===== config.mk =====
export PLATFORM = sky130hd
export DESIGN_NAME = hsv_to_rgba_converter_top
export DESIGN_NICKNAME = d
export VERILOG_FILES = /design/src/hw/rtl/hsv2rgba_pkg.sv /design/src/hw/rtl/hsv2rgba_sector.sv /design/src/hw/rtl/hsv2rgba_prod.sv /design/src/hw/rtl/hsv2rgba_mix.sv /design/src/hw/rtl/hsv_to_rgba_converter_top.sv
export SDC_FILE = /design/constraint.sdc
export NUM_CORES = 2
export LEC_CHECK = 0
export BUFFER_PORTS_ARGS = -buffer_cell sky130_fd_sc_hd__buf_2
export CAP_MARGIN = 20
export CORE_MARGIN = 2
export CORE_UTILIZATION = 45
export DETAILED_ROUTE_END_ITERATION = 10
export PLACE_DENSITY = 0.56
export SLEW_MARGIN = 10
export SYNTH_ARGS = -nofsm -noshare
export SYNTH_HDL_FRONTEND = slang
export SYNTH_HIERARCHICAL = 1
export SYNTH_SLANG_ARGS = --single-unit

===== constraint.sdc =====
create_clock -name i_clk -period 6.5 [get_ports i_clk]
set_input_delay 0.975 -clock i_clk [delete_from_list [all_inputs] [get_ports i_clk]]
set_output_delay 0.975 -clock i_clk [all_outputs]
set_load 0.02 [all_outputs]

===== src/hw/rtl/hsv2rgba_pkg.sv =====
// ============================================================================
// hsv2rgba_pkg: shared types and constants of the HSV to RGBA converter
// Holds the fixed-point constants, the sector code and the payload structs
// that travel between the pipeline stages.
// ============================================================================
`default_nettype none

package hsv2rgba_pkg;

    // Input field widths.
    localparam int HueW = 15;
    localparam int SatW = 16;
    localparam int ValW = 16;
    localparam int PixW = 32;

    // Fixed-point ranges.
    localparam logic [HueW-1:0] HueMax      = 15'd23039;
    localparam logic [SatW-1:0] OneQ15      = 16'd32768;
    localparam logic [11:0]     SectorUnits = 12'd3840;   // 60 degrees in 1/64 degree

    // Internal widths: chroma and min are Q1.30 (at most 2^30), channel terms
    // carry an extra factor of 3840 and stay at most 3840 * 2^30 < 2^42.
    localparam int ProdW = 31;
    localparam int TermW = 42;

    localparam logic [7:0] AlphaOpaque = 8'hFF;

    // One 60-degree hue sector.
    typedef enum logic [2:0] {
        SEC_RY = 3'd0,   // red to yellow
        SEC_YG = 3'd1,   // yellow to green
        SEC_GC = 3'd2,   // green to cyan
        SEC_CB = 3'd3,   // cyan to blue
        SEC_BM = 3'd4,   // blue to magenta
        SEC_MR = 3'd5    // magenta to red
    } t_sector;

    // Payload after the sector stage.
    typedef struct packed {
        t_sector         sector;
        logic [11:0]     hue_dist;    // distance within sector, folded, 0..3840
        logic [SatW-1:0] sat;
        logic [ValW-1:0] val;
    } t_sec_data;

    // Payload after the chroma product.
    typedef struct packed {
        t_sector          sector;
        logic [11:0]      hue_dist;
        logic [ValW-1:0]  val;
        logic [ProdW-1:0] chroma;
    } t_chr_data;

    // Payload after min and the mid product.
    typedef struct packed {
        t_sector          sector;
        logic [ValW-1:0]  val;
        logic [ProdW-1:0] minv;
        logic [TermW-1:0] mid;     // chroma * hue_dist
    } t_mid_data;

    // Payload holding the three channel terms, scaled by 3840 * 2^30.
    typedef struct packed {
        t_sector          sector;
        logic [TermW-1:0] cx;
        logic [TermW-1:0] mx;
        logic [TermW-1:0] nx;
    } t_term_data;

endpackage

`default_nettype wire


===== src/hw/rtl/hsv2rgba_sector.sv =====
// ============================================================================
// hsv2rgba_sector: clamp stage and hue sector split
// Clamps the inputs, finds the 60-degree sector and the folded distance of
// the hue inside it. One register stage.
// ============================================================================
`default_nettype none

module hsv2rgba_sector (
    input  wire logic                     i_clk,
    input  wire logic                     i_rst_n,
    input  wire logic                     i_valid,
    input  wire logic [hsv2rgba_pkg::HueW-1:0] i_hue,
    input  wire logic [hsv2rgba_pkg::SatW-1:0] i_sat,
    input  wire logic [hsv2rgba_pkg::ValW-1:0] i_val,
    output logic                          o_ready,
    output logic                          o_valid,
    output hsv2rgba_pkg::t_sec_data       o_data,
    input  wire logic                     i_ready
);
    import hsv2rgba_pkg::*;

    logic            r_valid;
    t_sec_data       r_data;
    t_sec_data       n_data;
    logic [HueW-1:0] hue_c;
    logic [HueW-1:0] base;
    logic [11:0]     rem;

    assign o_ready = !r_valid || i_ready;
    assign o_valid = r_valid;
    assign o_data  = r_data;

    always_comb begin
        hue_c = (i_hue > HueMax) ? HueMax : i_hue;
        if (hue_c >= HueW'(5 * SectorUnits)) begin
            n_data.sector = SEC_MR;
            base          = HueW'(5 * SectorUnits);
        end else if (hue_c >= HueW'(4 * SectorUnits)) begin
            n_data.sector = SEC_BM;
            base          = HueW'(4 * SectorUnits);
        end else if (hue_c >= HueW'(3 * SectorUnits)) begin
            n_data.sector = SEC_CB;
            base          = HueW'(3 * SectorUnits);
        end else if (hue_c >= HueW'(2 * SectorUnits)) begin
            n_data.sector = SEC_GC;
            base          = HueW'(2 * SectorUnits);
        end else if (hue_c >= HueW'(SectorUnits)) begin
            n_data.sector = SEC_YG;
            base          = HueW'(SectorUnits);
        end else begin
            n_data.sector = SEC_RY;
            base          = '0;
        end
        rem = 12'(hue_c - base);
        // Odd sectors run downward, so the mid term falls across them.
        n_data.hue_dist = n_data.sector[0] ? (SectorUnits - rem) : rem;
        n_data.sat      = (i_sat > OneQ15) ? OneQ15 : i_sat;
        n_data.val      = (i_val > OneQ15) ? OneQ15 : i_val;
    end

    always_ff @(posedge i_clk) begin
        if (!i_rst_n) begin
            r_valid <= 1'b0;
        end else if (o_ready) begin
            r_valid <= i_valid;
        end
        if (o_ready && i_valid) begin
            r_data <= n_data;
        end
    end

endmodule

`default_nettype wire


===== src/hw/rtl/hsv2rgba_prod.sv =====
// ============================================================================
// hsv2rgba_prod: chroma and mid products
// First stage forms chroma = sat * val; second stage forms min = val - chroma
// and the mid product chroma * distance. Two register stages.
// ============================================================================
`default_nettype none

module hsv2rgba_prod (
    input  wire logic                     i_clk,
    input  wire logic                     i_rst_n,
    input  wire logic                     i_valid,
    input  wire hsv2rgba_pkg::t_sec_data  i_data,
    output logic                          o_ready,
    output logic                          o_valid,
    output hsv2rgba_pkg::t_mid_data       o_data,
    input  wire logic                     i_ready
);
    import hsv2rgba_pkg::*;

    logic      r_valid_a;
    t_chr_data r_data_a;
    t_chr_data n_data_a;
    logic      rdy_a;
    logic      r_valid_b;
    t_mid_data r_data_b;
    t_mid_data n_data_b;

    assign rdy_a   = !r_valid_b || i_ready;
    assign o_ready = !r_valid_a || rdy_a;
    assign o_valid = r_valid_b;
    assign o_data  = r_data_b;

    always_comb begin
        n_data_a.sector   = i_data.sector;
        n_data_a.hue_dist = i_data.hue_dist;
        n_data_a.val      = i_data.val;
        n_data_a.chroma   = ProdW'(32'(i_data.sat) * 32'(i_data.val));
    end

    always_comb begin
        n_data_b.sector = r_data_a.sector;
        n_data_b.val    = r_data_a.val;
        n_data_b.minv   = ProdW'({r_data_a.val, 15'd0}) - r_data_a.chroma;
        n_data_b.mid    = TermW'(r_data_a.chroma) * TermW'(r_data_a.hue_dist);
    end

    always_ff @(posedge i_clk) begin
        if (!i_rst_n) begin
            r_valid_a <= 1'b0;
            r_valid_b <= 1'b0;
        end else begin
            if (o_ready) begin
                r_valid_a <= i_valid;
            end
            if (rdy_a) begin
                r_valid_b <= r_valid_a;
            end
        end
        if (o_ready && i_valid) begin
            r_data_a <= n_data_a;
        end
        if (rdy_a && r_valid_a) begin
            r_data_b <= n_data_b;
        end
    end

endmodule

`default_nettype wire


===== src/hw/rtl/hsv2rgba_mix.sv =====
// ============================================================================
// hsv2rgba_mix: channel terms, rounding and packing
// First stage builds the three channel terms scaled by 3840 * 2^30; second
// stage rounds each to 8 bits and routes them to red, green and blue.
// ============================================================================
`default_nettype none

module hsv2rgba_mix (
    input  wire logic                     i_clk,
    input  wire logic                     i_rst_n,
    input  wire logic                     i_valid,
    input  wire hsv2rgba_pkg::t_mid_data  i_data,
    output logic                          o_ready,
    output logic                          o_valid,
    output logic [hsv2rgba_pkg::PixW-1:0] o_pixel,
    input  wire logic                     i_ready
);
    import hsv2rgba_pkg::*;

    // round(x * 255 / (3840 * 2^30)) half up; 255 / 3840 is exactly 17 / 256,
    // so this is floor((17 * x + 2^37) / 2^38).
    function automatic logic [7:0] chan_round(input logic [TermW-1:0] x);
        logic [TermW+4:0] p;
        p = ({5'd0, x} << 4) + {5'd0, x} + ((TermW+5)'(1) << 37);
        return p[45:38];
    endfunction

    logic            r_valid_a;
    t_term_data      r_data_a;
    t_term_data      n_data_a;
    logic            rdy_a;
    logic            r_valid_b;
    logic [PixW-1:0] r_pixel;
    logic [PixW-1:0] n_pixel;
    logic [7:0]      c8;
    logic [7:0]      m8;
    logic [7:0]      z8;
    logic [TermW-1:0] min_term;

    assign rdy_a   = !r_valid_b || i_ready;
    assign o_ready = !r_valid_a || rdy_a;
    assign o_valid = r_valid_b;
    assign o_pixel = r_pixel;

    always_comb begin
        min_term        = TermW'(i_data.minv) * TermW'(SectorUnits);
        n_data_a.sector = i_data.sector;
        // chroma + min equals val, so the full term needs no chroma.
        n_data_a.cx     = TermW'({i_data.val, 15'd0}) * TermW'(SectorUnits);
        n_data_a.mx     = i_data.mid + min_term;
        n_data_a.nx     = min_term;
    end

    always_comb begin
        c8 = chan_round(r_data_a.cx);
        m8 = chan_round(r_data_a.mx);
        z8 = chan_round(r_data_a.nx);
        case (r_data_a.sector)
            SEC_RY:  n_pixel = {c8, m8, z8, AlphaOpaque};
            SEC_YG:  n_pixel = {m8, c8, z8, AlphaOpaque};
            SEC_GC:  n_pixel = {z8, c8, m8, AlphaOpaque};
            SEC_CB:  n_pixel = {z8, m8, c8, AlphaOpaque};
            SEC_BM:  n_pixel = {m8, z8, c8, AlphaOpaque};
            default: n_pixel = {c8, z8, m8, AlphaOpaque};
        endcase
    end

    always_ff @(posedge i_clk) begin
        if (!i_rst_n) begin
            r_valid_a <= 1'b0;
            r_valid_b <= 1'b0;
        end else begin
            if (o_ready) begin
                r_valid_a <= i_valid;
            end
            if (rdy_a) begin
                r_valid_b <= r_valid_a;
            end
        end
        if (o_ready && i_valid) begin
            r_data_a <= n_data_a;
        end
        if (rdy_a && r_valid_a) begin
            r_pixel <= n_pixel;
        end
    end

endmodule

`default_nettype wire


===== src/hw/rtl/hsv_to_rgba_converter_top.sv =====
// ============================================================================
// hsv_to_rgba_converter_top: streaming HSV to packed RGBA converter
// Five-stage pipeline: one RGBA word per HSV pixel, per clock unless stalled.
// ============================================================================
// The converter takes one HSV pixel per request on the slave stream and gives
// one packed RGBA word per request on the master stream, in the same order.
// Hue is in 1/64 degree and clamps to 23039; saturation and value are Q1.15
// and clamp to 32768 (1.0). Each channel is computed exactly and rounded half
// up; alpha is always 255. The pipeline has five register stages (clamp and
// sector split, chroma product, min and mid product, channel terms, rounding
// and packing), and a new pixel can be taken every cycle unless the master
// side stalls: the sustained rate is one pixel per clock.
// Each stage holds its item while the next one is stalled and takes a new one
// as soon as it is empty or moving, so back-pressure on the master side
// propagates stage by stage and no pixel is lost or repeated.
// ============================================================================
`default_nettype none

module hsv_to_rgba_converter_top (
    input  wire logic        i_clk,
    input  wire logic        i_rst_n,
    input  wire logic        s_axis_tvalid,
    output logic             s_axis_tready,
    // Fields from bit 0: hue_angle[14:0], saturation[30:15], brightness[46:31],
    // bit 47 zero pad.
    input  wire logic [47:0] s_axis_tdata,
    output logic             m_axis_tvalid,
    input  wire logic        m_axis_tready,
    // Fields from bit 0: packed_color[31:0] (alpha, blue, green, red bytes).
    output logic [31:0]      m_axis_tdata
);
    import hsv2rgba_pkg::*;

    logic       sec_valid;
    t_sec_data  sec_data;
    logic       prod_ready;
    logic       prod_valid;
    t_mid_data  prod_data;
    logic       mix_ready;

    hsv2rgba_sector u_sector (
        .i_clk   (i_clk),
        .i_rst_n (i_rst_n),
        .i_valid (s_axis_tvalid),
        .i_hue   (s_axis_tdata[HueW-1:0]),
        .i_sat   (s_axis_tdata[HueW+SatW-1:HueW]),
        .i_val   (s_axis_tdata[HueW+SatW+ValW-1:HueW+SatW]),
        .o_ready (s_axis_tready),
        .o_valid (sec_valid),
        .o_data  (sec_data),
        .i_ready (prod_ready)
    );

    hsv2rgba_prod u_prod (
        .i_clk   (i_clk),
        .i_rst_n (i_rst_n),
        .i_valid (sec_valid),
        .i_data  (sec_data),
        .o_ready (prod_ready),
        .o_valid (prod_valid),
        .o_data  (prod_data),
        .i_ready (mix_ready)
    );

    hsv2rgba_mix u_mix (
        .i_clk   (i_clk),
        .i_rst_n (i_rst_n),
        .i_valid (prod_valid),
        .i_data  (prod_data),
        .o_ready (mix_ready),
        .o_valid (m_axis_tvalid),
        .o_pixel (m_axis_tdata),
        .i_ready (m_axis_tready)
    );

endmodule

`default_nettype wire


==> impl_summary.md <==
CTS
The TritonCTS clock tree is yes. The insertion delay of the later-clocked pin in the worst-skew pair is between 0.6 and 0.7 ns. Counting the buffers created by CTS gives between 40 and 50. The root buffer cell chosen for the clock tree is clkbuf_16.

The buffer depth of the longest clock path is 3. Counting every sink on the clock net gives 328. The count of hold buffers inserted by post-cts repair is 0. The H-tree depth is 2. The CTS clock-pin slew for the worst setup and hold paths is around 0.06 ns.

Drt
The number of iterations in the first detailed-routing pass is 5. In the final routed layout, each cell accounts on average for roughly 17 um. In the routed design, unresolved DRC markers number 0.

The total via count in the routed design is 28800. Summed over all layers, the routed wires come to 95.4 mm. After detailed routing, the number of vias per cell comes to 5.11.

The count of routing violations after the opening detailed-route iteration is about 1500. In this run the remaining antenna-violating nets after routing total 0.

Yosys
After synthesis, the cell types taking the most area are fa_1, edfxtp_1, ha_1, inv_1, nand2_1. The count of flip-flops with a built-in enable after synthesis is around 320. Counting every instance in the synthesized netlist gives ~4200.

The biggest area contributor in the post-synthesis netlist is fa_1. The post-synthesis sequential area ratio is 23.2%. The fraction of synthesized cell area taken by the top area cell type is about 27%. The average instance in the mapped netlist occupies 9.95 sq um. The post-synthesis cell type count is about 110.

The area of the mapped netlist is approximately 42000 sq um. The share of flip-flops with an asynchronous set or reset after synthesis is 0%. The total of warnings raised by yosys is 6. In this run, synthesis produced a sequential element count of 328. The most used flip-flop cell after synthesis is edfxtp_1.

Placed design
The placed instances occupy a cell area of roughly 44000 sq um. The estimated wirelength of the detail-placed design is between 70 and 80 mm. The total placed cells including tap cells is 5537. The weighted congestion reported at the end of routability-driven placement is ~0.86.

Port buffering added 76 buffers.

Setup path
The origin of the critical flop-to-flop path is u_sector/o_data[24]. The length in cells of the worst reg-to-reg path is 21. Of all nets on the critical path, the largest fanout is 8.

The worst setup path is of the flop to flop kind. The most critical setup path has its startpoint at u_sector/o_data[24]. The data required time at the worst endpoint is just under 7 ns.

STA classifies the critical path endpoint as a flop. The worst path arrival time is around 6.6 ns. Among all stages on the critical path, the largest delay is contributed by edfxtp_1.

The worst register-to-register path has a setup slack of 0.28 ns. Walking the worst path, the cells encountered are and2_1 > fa_1 > inv_1 > fa_1 > fa_1 > inv_1 > fa_1 > fa_1 > inv_1 > fa_1 > inv_1 > ha_1 > a21o_1 > a21o_1 > a21o_1 > a21boi_0 > o21ai_0 > nor2_1 > o21ai_1 > o41ai_2 > xnor2_1. The cell type with the highest occurrence count on the critical path is fa_1. On the worst path, the slowest cell contributes a delay of roughly 0.55 ns.

The worst setup path is launched from a flop. The capturing point of the worst reg2reg path is u_prod/r_data_a[28].

STA
The summed negative setup slack over all endpoints is 0 ns. Setup repair after global routing left no endpoint under its margin. On the final layout, the worst clock skew is 0.0323 ns.

The count of final max-slew check failures is 0. The fmax is roughly 160 MHz. The smallest clock period supported by the final layout is computed as just over 6 ns. The number of failing hold endpoints at the final stage came to 0. Dividing the final minimum period by the clock period gives a little over nine tenths. The relative max-transition margin is approximately a third. The slew at the pin with the worst max-slew slack is around 1 ns.

Setup violations remaining at the end of the flow were counted as 0.

Global route
The number of global-route vias before repair is approximately 30000. The first global-routing pass estimated 157 mm of wire. The number of antenna violations at the first check in global routing is 0.

The leftover overflow at the end of global routing is 0. In the global route stage, overall resource usage came out at between 20% and 30%. Entering global routing, the biggest net connects 78 pins.

Floorplan
The floorplan step defined a core boundary enclosing about 93000 sq um. Pin placement for this block handled 86 I/O pins. The total number of placement rows is about 110. In this run the vertical extent of the chip is between 300 and 400 um. The die extent in x is about 310 um. The area enclosed by the die boundary is ~96000 sq um. The initial utilization of the core area, before any placement, comes to 45.3%.

Cells and area
The finished cells cover 46000 sq um. The library cells used most frequently in the layout, excluding fill and tap cells, are inv_1, fa_1, nand2_1. 0 antenna diodes ended up in the layout. The count of placed standard cells in the final layout, fillers left out is approximately 5600. The synthesis-to-finish area growth is 9.01%. The post-route netlist has under 10% of its cells at a drive strength greater than 1. In the final design database the tool counted between 5000 and 6000 nets. The most common library cell in the layout ignoring fill and taps is inv_1.

Min path
For hold timing, the worst endpoint is u_prod/r_data_a[48]. The start point of the worst hold path is u_sector/o_data[33]. The worst hold path passes through 0 cells. The tightest min-delay check is of the flop to flop type.

Outcome
The run finished with clean final reports.

Flow run
The number of max-cap violations is 0.
## metrics by stage
| stage | hold WS [ns] | setup slack [ns] | utilization [%] |
|---|---|---|---|
| 3_5_place_dp | 0.405 | 0.264 | 47.7 |
| 5_1_grt | 0.426 | 0.00208 | 49.4 |
| 6_report | 0.418 | 0.282 | 49.4 |
| 2_1_floorplan | 0.400 | 0.675 | - |
| 3_3_place_gp | 0.401 | 0.279 | 47.7 |
| 4_1_cts | 0.420 | 0.233 | 49.2 |
## metal layers
metal  vias to the layer above  track usage (%)  part of all wire [%]
met5                         -                0                     0
met4                         0             6.10                   2.7
met3                       123             2.79                   4.5
met2                       500             33.2                    46
met1                     14100             29.1                    47
li1                      14100                -                     -
## flip-flops by register name, indices dropped and copies added, names as in the netlist
signal	flops
u_mix/o_pixel	24
u_mix/o_valid	1
u_mix/r_data_a	98
u_mix/r_valid_a	1
u_prod/n_data_b	19
u_prod/o_data	92
u_prod/o_valid	1
u_prod/r_data_a	43
u_prod/r_valid_a	1
u_sector/o_data	47
u_sector/o_valid	1
## cells in the mapped netlist (24+ instances only)
library cell / n
a31oi_1: 24
a21oi_1: 181
ha_1: 449
edfxtp_1: 323
and2_1: 242
clkbuf_1: 139
o21a_1: 27
o21ai_0: 108
xor2_1: 54
nand4_1: 24
nand2_1: 520
nor2b_1: 56
nor2_1: 125
xnor2_1: 142
inv_1: 718
nand3_1: 37
a21o_1: 109
fa_1: 572
## worst max-delay path by stage
stage                                     end  slack, ns  cells past startpoint
after floorplan              u_prod/o_data[0]       0.68                      4
after global placement      u_prod/o_data[41]       0.28                     19
after detailed placement  u_prod/r_data_a[28]       0.26                     21
after CTS                 u_prod/r_data_a[28]       0.23                     21
after global routing      u_prod/r_data_a[28]      0.002                     21
final                     u_prod/r_data_a[28]       0.28                     21
## worst max-delay path: cells and delay by family (launching register included)
kind / cells / cell delay (ns)
AO/OA/AOI/OAI: 7 / 1.36
XOR/XNOR: 1 / 0.11
adder cells (fa/ha/maj): 7 / 3.28
buffers and inverters: 4 / 0.19
flip-flops: 1 / 0.55
AND/OR/NAND/NOR: 2 / 0.47
## logic make-up (layout without fill, tap and decap cells)
group / Yosys count / after routing / share of synthesized area (%)
AOI/OAI and AO/OA: 664 / 664 / 10.7
xor gates and xnor gates: 197 / 197 / 4.10
adders and majority gates: 1021 / 1021 / 40.4
buffers and inverters: 876 / 1003 / 7.99
DFF: 328 / 328 / 23.2
muxes: 13 / 13 / 0.314
other: 1 / 8 / 0.00888
and+or+nand+nor: 1145 / 1145 / 13.2
## cell type report
cell class | count | area [sq um]
fillers | 8788 | 47100
flip-flops and latches | 328 | 9800
well taps | 1254 | 1570
multi-input cells | 3048 | 29100
clock buffers | 48 | 1080
clock inverters | 28 | 295
inverters | 720 | 2700
repair buffers | 207 | 1460
## timing repair
| item | 4_1_cts | 5_1_grt |
|---|---|---|
| buffers inserted | 0 | 20 |
| gates resized for setup | 0 | 5 |
| setup endpoints to repair | 0 | 8 |
Power is not shown: default switching activity piles up to over one toggle a cycle in this logic, so the estimate is an artifact.
